$ cat src/lsf_pkg.sv
// Shared types, constants and microcode ROM for the LPC synthesis filter.
package lsf_pkg;

   localparam int ORDER  = 10;
   localparam int TAP_W  = (ORDER > 1) ? $clog2(ORDER) : 1;
   localparam int VAL_W  = 24;
   localparam int MEM_W  = 32;
   localparam int PROD_W = VAL_W + MEM_W;
   localparam int SUM_W  = PROD_W - 16 + 1;
   localparam int UPC_W  = 3;

   localparam logic [1:0] MODE_COEF   = 2'd0;
   localparam logic [1:0] MODE_GAIN   = 2'd1;
   localparam logic [1:0] MODE_FILTER = 2'd2;
   localparam logic [1:0] MODE_CLEAR  = 2'd3;

   localparam logic signed [VAL_W-1:0] OUT_SCALE = 24'sd32767;

   typedef struct packed {
      logic [1:0]              mode;
      logic [3:0]              coef_index;
      logic signed [VAL_W-1:0] value;
   } req_type;

   typedef struct packed {
      logic signed [15:0] speech_sample;
      logic               clipped;
   } rsp_type;

   typedef enum logic [1:0] {A_GAIN, A_COEF_FIRST, A_COEF_NEXT} a_sel_type;
   typedef enum logic {B_SAMPLE, B_OUTPUT} b_sel_type;
   typedef enum logic [1:0] {JMP_NEXT, JMP_TAPS, JMP_FINISH} jmp_type;

   typedef logic [UPC_W-1:0] upc_type;

   localparam upc_type UPC_GAIN  = 3'd0;
   localparam upc_type UPC_SUM   = 3'd1;
   localparam upc_type UPC_FIRST = 3'd2;
   localparam upc_type UPC_TAPS  = 3'd3;
   localparam upc_type UPC_OUT   = 3'd4;

   typedef struct packed {
      logic      mul_en;
      a_sel_type a_sel;
      b_sel_type b_sel;
      logic      y_load;
      logic      z_write;
      jmp_type   jmp;
   } uop_type;

   function automatic uop_type ucode_rom(input upc_type upc);
      uop_type w;
      w = '{mul_en: 1'b0, a_sel: A_GAIN, b_sel: B_SAMPLE,
            y_load: 1'b0, z_write: 1'b0, jmp: JMP_FINISH};
      unique case (upc)
         UPC_GAIN: begin
            w.mul_en = 1'b1;
            w.jmp    = JMP_NEXT;
         end
         UPC_SUM: begin
            w.y_load = 1'b1;
            w.jmp    = JMP_NEXT;
         end
         UPC_FIRST: begin
            w.mul_en = 1'b1;
            w.a_sel  = A_COEF_FIRST;
            w.b_sel  = B_OUTPUT;
            w.jmp    = JMP_NEXT;
         end
         UPC_TAPS: begin
            w.mul_en  = 1'b1;
            w.a_sel   = A_COEF_NEXT;
            w.b_sel   = B_OUTPUT;
            w.z_write = 1'b1;
            w.jmp     = JMP_TAPS;
         end
         default: begin
            w.jmp = JMP_FINISH;
         end
      endcase
      return w;
   endfunction

endpackage

$ cat src/lpc_synthesis_filter.sv
// Top level of the LPC all-pole synthesis filter with its microcoded datapath.
// A filter transfer steps the microcode through the gain, sum, first, taps and output steps,
// and the block takes no new request until the result is registered (a stalled output holds it),
// since one shared multiplier steps through the taps.
// Coefficient, gain and clear transfers do not make the block busy and give no result.
// Synchronous reset clears coefficients, gain, filter memory and the busy, microcode and result-valid state.
module lpc_synthesis_filter (
   input  logic             clock,
   input  logic             reset,
   input  logic             req_valid,
   output logic             req_stall,
   input  lsf_pkg::req_type req_data,
   output logic             rsp_valid,
   input  logic             rsp_stall,
   output lsf_pkg::rsp_type rsp_data
);

   localparam int TW = lsf_pkg::TAP_W;
   localparam int MW = lsf_pkg::MEM_W;
   localparam int VW = lsf_pkg::VAL_W;
   localparam int PW = lsf_pkg::PROD_W;
   localparam int SW = lsf_pkg::SUM_W;
   localparam int OW = PW - 16;

   localparam logic signed [PW-1:0] TRUNC_BIAS = PW'(65535);
   localparam logic signed [OW-1:0] S16_MAX    = OW'(32767);
   localparam logic signed [OW-1:0] S16_MIN    = -OW'(32768);
   localparam logic signed [SW-1:0] S32_MAX    = SW'(64'sh7FFF_FFFF);
   localparam logic signed [SW-1:0] S32_MIN    = -SW'(64'sh8000_0000);

   logic                   busy_ff, busy_in;
   lsf_pkg::upc_type       upc_ff, upc_in;
   logic [TW-1:0]          tap_ff, tap_in;
   logic signed [VW-1:0]   x_ff, x_in;
   logic signed [VW-1:0]   gain_ff, gain_in;
   logic signed [VW-1:0]   coef_ff [lsf_pkg::ORDER];
   logic signed [VW-1:0]   coef_in [lsf_pkg::ORDER];
   logic signed [MW-1:0]   z_ff [lsf_pkg::ORDER];
   logic signed [MW-1:0]   z_in [lsf_pkg::ORDER];
   logic signed [MW-1:0]   yq_ff, yq_in;
   logic signed [PW-1:0]   prod_ff, prod_in;
   logic                   rsp_valid_ff, rsp_valid_in;
   lsf_pkg::rsp_type       rsp_ff, rsp_in;

   lsf_pkg::uop_type       uop;
   logic                   accept;
   logic                   last_tap;
   logic [TW:0]            tap_nxt;
   logic signed [VW-1:0]   mul_a;
   logic signed [MW-1:0]   mul_b;
   logic signed [PW-1:0]   product;
   logic signed [OW-1:0]   shifted;
   logic signed [SW-1:0]   y_sum;
   logic signed [MW-1:0]   z_src;
   logic signed [SW-1:0]   z_diff;
   logic signed [PW-1:0]   biased;
   logic signed [OW-1:0]   s_wide;
   lsf_pkg::rsp_type       rsp_next;

   function automatic logic signed [MW-1:0] sat32(input logic signed [SW-1:0] v);
      if (v > S32_MAX) begin
         return MW'(S32_MAX);
      end else if (v < S32_MIN) begin
         return MW'(S32_MIN);
      end
      return v[MW-1:0];
   endfunction

   assign uop      = lsf_pkg::ucode_rom(upc_ff);
   assign accept   = req_valid && !busy_ff;
   assign last_tap = (tap_ff == TW'(lsf_pkg::ORDER - 1));
   assign tap_nxt  = {1'b0, tap_ff} + (TW + 1)'(1);

   always_comb begin
      case (uop.a_sel)
         lsf_pkg::A_GAIN:       mul_a = gain_ff;
         lsf_pkg::A_COEF_FIRST: mul_a = coef_ff[0];
         lsf_pkg::A_COEF_NEXT:  mul_a = last_tap ? lsf_pkg::OUT_SCALE
                                                 : coef_ff[tap_nxt[TW-1:0]];
         default:               mul_a = '0;
      endcase
      case (uop.b_sel)
         lsf_pkg::B_SAMPLE: mul_b = MW'(x_ff);
         default:           mul_b = yq_ff;
      endcase
   end

   assign product = PW'(mul_a) * PW'(mul_b);
   assign shifted = prod_ff[PW-1:16];
   assign y_sum   = SW'(shifted) + SW'(z_ff[0]);
   assign z_src   = last_tap ? '0 : z_ff[tap_nxt[TW-1:0]];
   assign z_diff  = SW'(z_src) - SW'(shifted);
   assign biased  = prod_ff[PW-1] ? (prod_ff + TRUNC_BIAS) : prod_ff;
   assign s_wide  = biased[PW-1:16];

   always_comb begin
      if (s_wide > S16_MAX) begin
         rsp_next.speech_sample = 16'sd32767;
         rsp_next.clipped       = 1'b1;
      end else if (s_wide < S16_MIN) begin
         rsp_next.speech_sample = -16'sd32768;
         rsp_next.clipped       = 1'b1;
      end else begin
         rsp_next.speech_sample = s_wide[15:0];
         rsp_next.clipped       = 1'b0;
      end
   end

   always_comb begin
      busy_in      = busy_ff;
      upc_in       = upc_ff;
      tap_in       = tap_ff;
      x_in         = x_ff;
      gain_in      = gain_ff;
      coef_in      = coef_ff;
      z_in         = z_ff;
      yq_in        = yq_ff;
      prod_in      = prod_ff;
      rsp_valid_in = rsp_valid_ff;
      rsp_in       = rsp_ff;

      if (rsp_valid_ff && !rsp_stall) begin
         rsp_valid_in = 1'b0;
      end

      if (accept) begin
         case (req_data.mode)
            lsf_pkg::MODE_COEF: begin
               if ({1'b0, req_data.coef_index} < 5'(lsf_pkg::ORDER)) begin
                  coef_in[req_data.coef_index[TW-1:0]] = req_data.value;
               end
            end
            lsf_pkg::MODE_GAIN: begin
               gain_in = req_data.value;
            end
            lsf_pkg::MODE_FILTER: begin
               busy_in = 1'b1;
               upc_in  = lsf_pkg::UPC_GAIN;
               x_in    = req_data.value;
            end
            default: begin
               for (int k = 0; k < lsf_pkg::ORDER; k++) begin
                  z_in[k] = '0;
               end
            end
         endcase
      end

      if (busy_ff) begin
         if (uop.mul_en) begin
            prod_in = product;
         end
         if (uop.y_load) begin
            yq_in  = sat32(y_sum);
            tap_in = '0;
         end
         if (uop.z_write) begin
            z_in[tap_ff] = sat32(z_diff);
            tap_in       = tap_nxt[TW-1:0];
         end
         case (uop.jmp)
            lsf_pkg::JMP_NEXT: begin
               upc_in = upc_ff + lsf_pkg::UPC_W'(1);
            end
            lsf_pkg::JMP_TAPS: begin
               if (last_tap) begin
                  upc_in = upc_ff + lsf_pkg::UPC_W'(1);
               end
            end
            default: begin
               if (!rsp_valid_ff || !rsp_stall) begin
                  rsp_valid_in = 1'b1;
                  rsp_in       = rsp_next;
                  busy_in      = 1'b0;
               end
            end
         endcase
      end
   end

   always_ff @(posedge clock) begin
      if (reset) begin
         busy_ff      <= 1'b0;
         upc_ff       <= lsf_pkg::UPC_GAIN;
         rsp_valid_ff <= 1'b0;
         gain_ff      <= '0;
         for (int k = 0; k < lsf_pkg::ORDER; k++) begin
            coef_ff[k] <= '0;
            z_ff[k]    <= '0;
         end
      end else begin
         busy_ff      <= busy_in;
         upc_ff       <= upc_in;
         rsp_valid_ff <= rsp_valid_in;
         gain_ff      <= gain_in;
         coef_ff      <= coef_in;
         z_ff         <= z_in;
      end
   end

   always_ff @(posedge clock) begin
      tap_ff  <= tap_in;
      x_ff    <= x_in;
      yq_ff   <= yq_in;
      prod_ff <= prod_in;
      rsp_ff  <= rsp_in;
   end

   assign req_stall = busy_ff;
   assign rsp_valid = rsp_valid_ff;
   assign rsp_data  = rsp_ff;

endmodule

$ cat config.mk
export PLATFORM = sky130hd
export DESIGN_NAME = lpc_synthesis_filter
export DESIGN_NICKNAME = d
export VERILOG_FILES = /design/src/lsf_pkg.sv /design/src/lpc_synthesis_filter.sv
export SDC_FILE = /design/constraint.sdc
export NUM_CORES = 2
export LEC_CHECK = 0
export CORE_MARGIN = 1
export CORE_UTILIZATION = 55
export DETAILED_ROUTE_END_ITERATION = 6
export DONT_BUFFER_PORTS = 1
export PLACE_DENSITY = 0.73
export SLEW_MARGIN = 20
export SYNTH_ARGS = -nofsm -noshare
export SYNTH_HDL_FRONTEND = slang
export SYNTH_SLANG_ARGS = --single-unit
$ cat constraint.sdc
create_clock -name clock -period 11.7 [get_ports clock]
set_input_delay 1.17 -clock clock [delete_from_list [all_inputs] [get_ports clock]]
set_output_delay 1.17 -clock clock [all_outputs]
set_load 0.01 [all_outputs]
### Word level (Yosys, flattened, before mapping)

Cells that the tools add are included.
Widths: inputs -> output; s select.

| word-level totals | value |
|---|---|
| word-level logic and storage cells | 144 |
| register bits | 722 |
| output and inout bits | 19 |
| input port bits | 34 |

| cells by class | value |
|---|---|
| equal/unequal tests | 9 |
| reductions and logical operators | 24 |
| multipliers | 1 |
| magnitude comparators | 12 |
| bitwise logic cells | 4 |
| $add $sub $neg | 5 |
| muxes and demuxes | 59 |

Operators by type and width:

| cell | number |
|---|---|
| $mux 320 | 4 |
| $mux 32 | 13 |
| $bwmux 320 | 1 |
| $bwmux 240 | 1 |
| $bmux 32 s4 | 1 |
| $demux 32 s4 | 1 |
| $bmux 24 s4 | 1 |
| $demux 24 s4 | 1 |
| $mux 24 | 4 |
| $gt 41x32->1 const B | 2 |
| $lt 41x32->1 const B | 2 |
| $pmux 24 s3 | 1 |
| $add 56x17->56 const B | 1 |
| $mul 24x32->56 | 1 |
| $mux 56 | 1 |
| $add 40x32->41 | 1 |
| $sub 32x40->41 | 1 |
| $gt 40x16->1 const B | 1 |
| $lt 40x16->1 const B | 1 |
| $mux 1 | 20 |
| $mux 17 | 1 |
| $ge 5x5->1 const B | 3 |
| $not 4->5 | 3 |
| $mux 3 | 4 |
| other kinds (23) | 44 |

### Longest topological paths before layout

| logic depth | value |
|---|---|
| depth in word-level cells | 18 |
| depth in mapped cells | 43 |

### Worst setup path before layout

Ideal clock, no wire load.

| timing | value |
|---|---|
| path type | register -> register |
| start point | register tap_ff[0] |
| end point | register prod_ff[54] (data pin) |
| buffers on the path | 10 |
| setup slack | 0.541 ns |
| arrival | 10.902 ns |
| library setup time | 0.258 ns |
| cell stages (with the launch flop) | 40 |
| period minus slack after synthesis | 11.159 ns |
| cell sequence | edfxtp_1 clkbuf_1 buf_2 buf_2 buf_2 buf_2 buf_1 inv_1 ha_1 clkbuf_1 clkbuf_1 mux4_2 mux2i_1 o221a_2 o22a_1 clkbuf_1 clkbuf_1 nor2_1 [... 4 more ...] fa_1 fa_1 inv_1 fa_1 inv_1 fa_1 inv_1 ha_1 a21oi_1 a21oi_1 a311oi_1 o31ai_1 o211ai_1 a21boi_0 a311oi_1 o21ai_0 a311o_1 xor2_1 |

| between the ends | value |
|---|---|
| longest elaborated chain between the ends | 8 |
| elaborated cells on any way between the ends | 9 |
| classes of those cells | 1 x add/sub; 1 x mul; 1 x eq/ne; 5 x mux; 1 x bitwise |

RTL lines:

| what | line | RTL |
|---|---|---|
| from (decl) | lpc_synthesis_filter.sv:33 | `logic [TW-1:0] tap_ff, tap_in;` |
| from (signal assigned) | lpc_synthesis_filter.sv:202 | `tap_ff <= tap_in;` |
| $add 4x1->4 | lpc_synthesis_filter.sv:72 | `assign tap_nxt = {1'b0, tap_ff} + (TW + 1)'(1);` |
| net tap_nxt[0] | lpc_synthesis_filter.sv:48 | `logic [TW:0] tap_nxt;` |
| $not 4->5 (implied by the code) | lpc_synthesis_filter.sv:79 | `: coef_ff[tap_nxt[TW-1:0]];` |
| $bmux 24 s4 | lpc_synthesis_filter.sv:79 |  |
| $mux 24 (implied by the code) (2 in series) | lpc_synthesis_filter.sv:79 |  |
| $mux 24 | lpc_synthesis_filter.sv:78 | `lsf_pkg::A_COEF_NEXT: mul_a = last_tap ? lsf_pkg::OUT_SCALE` |
| $pmux 24 s3 | lpc_synthesis_filter.sv:75 | `case (uop.a_sel)` |
| $mul 24x32->56 | lpc_synthesis_filter.sv:88 | `assign product = PW'(mul_a) * PW'(mul_b);` |
| net product[54] | lpc_synthesis_filter.sv:51 | `logic signed [PW-1:0] product;` |
| to (signal assigned) | lpc_synthesis_filter.sv:205 | `prod_ff <= prod_in;` |
| to (decl) | lpc_synthesis_filter.sv:41 | `logic signed [PW-1:0] prod_ff, prod_in;` |

The timed path passes the listed nets, and every way through them passes these cells. The select of a mux whose other input is x is not followed.
A chain may end at the register's enable or synchronous reset.

### Worst setup path after layout

Same ends and word-level chain as after synthesis.

==> impl_metrics.env <==
export IMPL_setup_viol=0
export IMPL_hp_class="reg2reg"
export IMPL_grt_total_usage_pct=33.9
export IMPL_cpMaxStageDelayCell="a21oi_2"
export IMPL_skew_ns=0.0238
export IMPL_grt_setup_unrepaired="no"
export IMPL_total_power_mw=7.35
export IMPL_first_pass_iters=6
export IMPL_io_buffers=0
export IMPL_crit_fanout=41
export IMPL_cp_data_required_time_ns=12.10
export IMPL_grt_max_degree=292
export IMPL_ff2ff_path_depth=31
export IMPL_grt_pass1_wl_um=301000
export IMPL_cts_buffers=79
export IMPL_p_per_area_mw_per_mm2=110
export IMPL_first_iter_violations=5347
export IMPL_routed_via_density=6.04
export IMPL_fin_ws_ns=0.841
export IMPL_finalMaxSlewViolations=0
export IMPL_nets=8001
export IMPL_max_freq_mhz=92.1
export IMPL_async_flop_share_pct=0
export IMPL_hold_depth=2
export IMPL_cp_start_kind="register"
export IMPL_end_kind="register"
export IMPL_cts_resized=0
export IMPL_ys_warn_count=0
export IMPL_clkLatencyLatePin_ns=0.67
export IMPL_synth_common_cells="nand2_1 (1473), inv_1 (926), fa_1 (785), dfxtp_1 (589), a21oi_1 (540)"
export IMPL_core_sq_mm=0.112
export IMPL_yosysMostFrequentCell="nand2_1"
export IMPL_htree_levels=3
export IMPL_area_growth_pct=7.39
export IMPL_synth_ff_type="dfxtp_1"
export IMPL_synthDistinctLibCells=84
export IMPL_synth_top_area_share_pct=25.2
export IMPL_rr_startpoint="tap_ff[0]"
export IMPL_period_needed_ns=10.86
export IMPL_grt_pass1_vias=51900
export IMPL_antenna_found_initial=3
export IMPL_syn_cell_area_sq_mm=0.0625
export IMPL_cp_arrival_ns=11.26
export IMPL_max_cap_viol_count=0
export IMPL_relSlewSlack_pct=19.9
export IMPL_hold_viol=0
export IMPL_synthesis_nets=8193
export IMPL_critPathMostFrequentCell="fa_1"
export IMPL_place_ws_ns=1.06
export IMPL_status="complete, no violations"
export IMPL_p_leak_nw=29.0
export IMPL_chipWidth_um=339
export IMPL_syn_mean_instance_area_sq_um=8.76
export IMPL_finalCritPeriodShare_pct=92.8
export IMPL_ant_nets=0
export IMPL_finalSetupTns_ns=0
export IMPL_rows=123
export IMPL_wl_per_cell_um=22.7
export IMPL_worst_pin_slew_ns=1.20
export IMPL_syn_inst=7134
export IMPL_gp_congestion=1.02
export IMPL_drive_above_1_share_pct=7.16
export IMPL_worstReg2RegEnd="prod_ff[54]"
export IMPL_fp_dieH_um=339
export IMPL_path_class="reg2reg"
export IMPL_drc=0
export IMPL_start_util_pct=55.5
export IMPL_min_from="z_ff[15]"
export IMPL_netlist_top_cell_by_area="fa_1"
export IMPL_cp_startpoint="tap_ff[0]"
export IMPL_ys_seq_area_share_pct=25.3
export IMPL_clockBufferDepth=3
export IMPL_clk_pin_slew_worst_paths_ns=0.06
export IMPL_post_route_util_pct=59.6
export IMPL_hold_end="z_ff[15]"
export IMPL_path_buf_inv=7
export IMPL_antenna_cells=0
export IMPL_synth_area_leaders="fa_1 (25%), dfxtp_1 (19%), nand2_1 (8.8%)"
export IMPL_cts_hold_fix_buffers=0
export IMPL_dieArea_sq_mm=0.115
export IMPL_cts_tree="yes"
export IMPL_ios=53
export IMPL_synth_edf_count=133
export IMPL_cp_top_family="adder cells"
export IMPL_num_vias=51400
export IMPL_clkSinkCount=722
export IMPL_cts_setup_buffers=0
export IMPL_critPathMaxStageDelay_ns=0.88
export IMPL_overflow=0
export IMPL_synth_seq_cells=722
export IMPL_cts_root_buf="clkbuf_16"
export IMPL_dp_hpwl_um=143000
export IMPL_drt_total_wl_um=193000
export IMPL_vdd_drop_max_uv=124
export IMPL_reg2reg_slack_ns=0.84
[per-layer routing]
metal	global-route usage (%)	wire length (um)	share of wire, %	vias to the layer above
li1	-	-	-	22800
met1	45.1	75000	39	25500
met2	53.7	88500	46	2602
met3	6.83	20200	10	518
met4	14.8	9620	5.0	6
met5	0	32	0.017	-
[worst max path at each step]
| stage | to | cells past startpoint | slack [ns] |
|---|---|---|---|
| after floorplan | prod_ff[54] | 39 | 0.54 |
| final | prod_ff[54] | 31 | 0.84 |
| after detailed placement | prod_ff[54] | 32 | 1.06 |
| after CTS | prod_ff[54] | 32 | 1.03 |
| after global placement | prod_ff[54] | 32 | 1.28 |
| after global routing | prod_ff[54] | 32 | 0.47 |
[registers in the layout, indices dropped and copies added, names as in the netlist]
signal,flops
rsp_valid,1
rsp_data,17
req_stall,1
z_ff,320
tap_ff,4
upc_ff,3
yq_ff,32
prod_ff,56
gain_ff,24
x_ff,24
coef_ff,240
[layout make-up]
cell class	instances	area (sq um)
clock buffer	121	2380
clock inverter	26	450
fill	9698	45400
inverter	927	3480
multi-input combinational	5060	42000
sequential	722	15800
tap	1500	1880
timing repair buffer	152	1170
[worst reg2reg max path: cells and delay by family, from the launching register on]
kind	cells	cell delay, ns
adders and majority gates	9	4.49
AOI/OAI and AO/OA	11	3.84
buffers and inverters	7	0.89
muxes	2	0.72
DFF	1	0.44
xor gates and xnor gates	1	0.15
and+or+nand+nor	1	0.09
[kinds of logic after synthesis]
group | after synthesis | share of synthesized area [%]
AND/OR/NAND/NOR | 2308 | 15.3
adder cells (fa/ha/maj) | 1025 | 30.0
buffers and inverters | 1352 | 8.24
multiplexers | 276 | 6.66
flip-flops | 722 | 25.3
AO/OA/AOI/OAI | 1307 | 12.5
XOR/XNOR | 144 | 2.02
[metrics by stage]
step	cells	hold WS [ns]	area, sq um
floorplan	7134	0.420	62500
global placement	8360	0.428	64200
detailed placement	8360	0.437	64200
CTS	8507	0.451	67000
global route	8508	0.468	67100
finish	8508	0.451	67100
[where the power goes]
group / total (mW) / internal, mW / switching, mW
clock network: 2.68 / 1.60 / 1.09
registers: 2.66 / 2.61 / 0.0478
logic: 2.01 / 0.691 / 1.31
[cells in the final DEF, fill, tap and decap left out, types with 13 or more instances in the layout]
cell type | synthesis | layout
a211oi_1 | 25 | 25
a21o_1 | 46 | 46
a21oi_1 | 540 | 528
a22oi_1 | 123 | 123
and2_1 | 105 | 105
and3_1 | 19 | 19
buf_4 | 11 | 149
clkbuf_1 | 366 | 21
clkbuf_16 | 0 | 82
clkbuf_8 | 0 | 18
dfxtp_1 | 589 | 589
edfxtp_1 | 133 | 133
fa_1 | 785 | 785
ha_1 | 240 | 238
inv_1 | 926 | 926
mux2i_1 | 164 | 161
mux4_2 | 112 | 112
nand2_1 | 1473 | 1472
nand2b_1 | 55 | 55
nand3_1 | 62 | 62
nand4_1 | 32 | 32
nor2_1 | 441 | 431
nor3_1 | 41 | 38
nor4_1 | 13 | 13
o211ai_1 | 22 | 22
o21a_1 | 15 | 14
o21ai_0 | 311 | 310
o21bai_1 | 16 | 16
o221ai_1 | 16 | 16
o22ai_1 | 49 | 49
o31ai_1 | 15 | 15
or2_2 | 21 | 21
xnor2_1 | 99 | 97
xor2_1 | 45 | 44
Power figures use the tool's default switching activity.
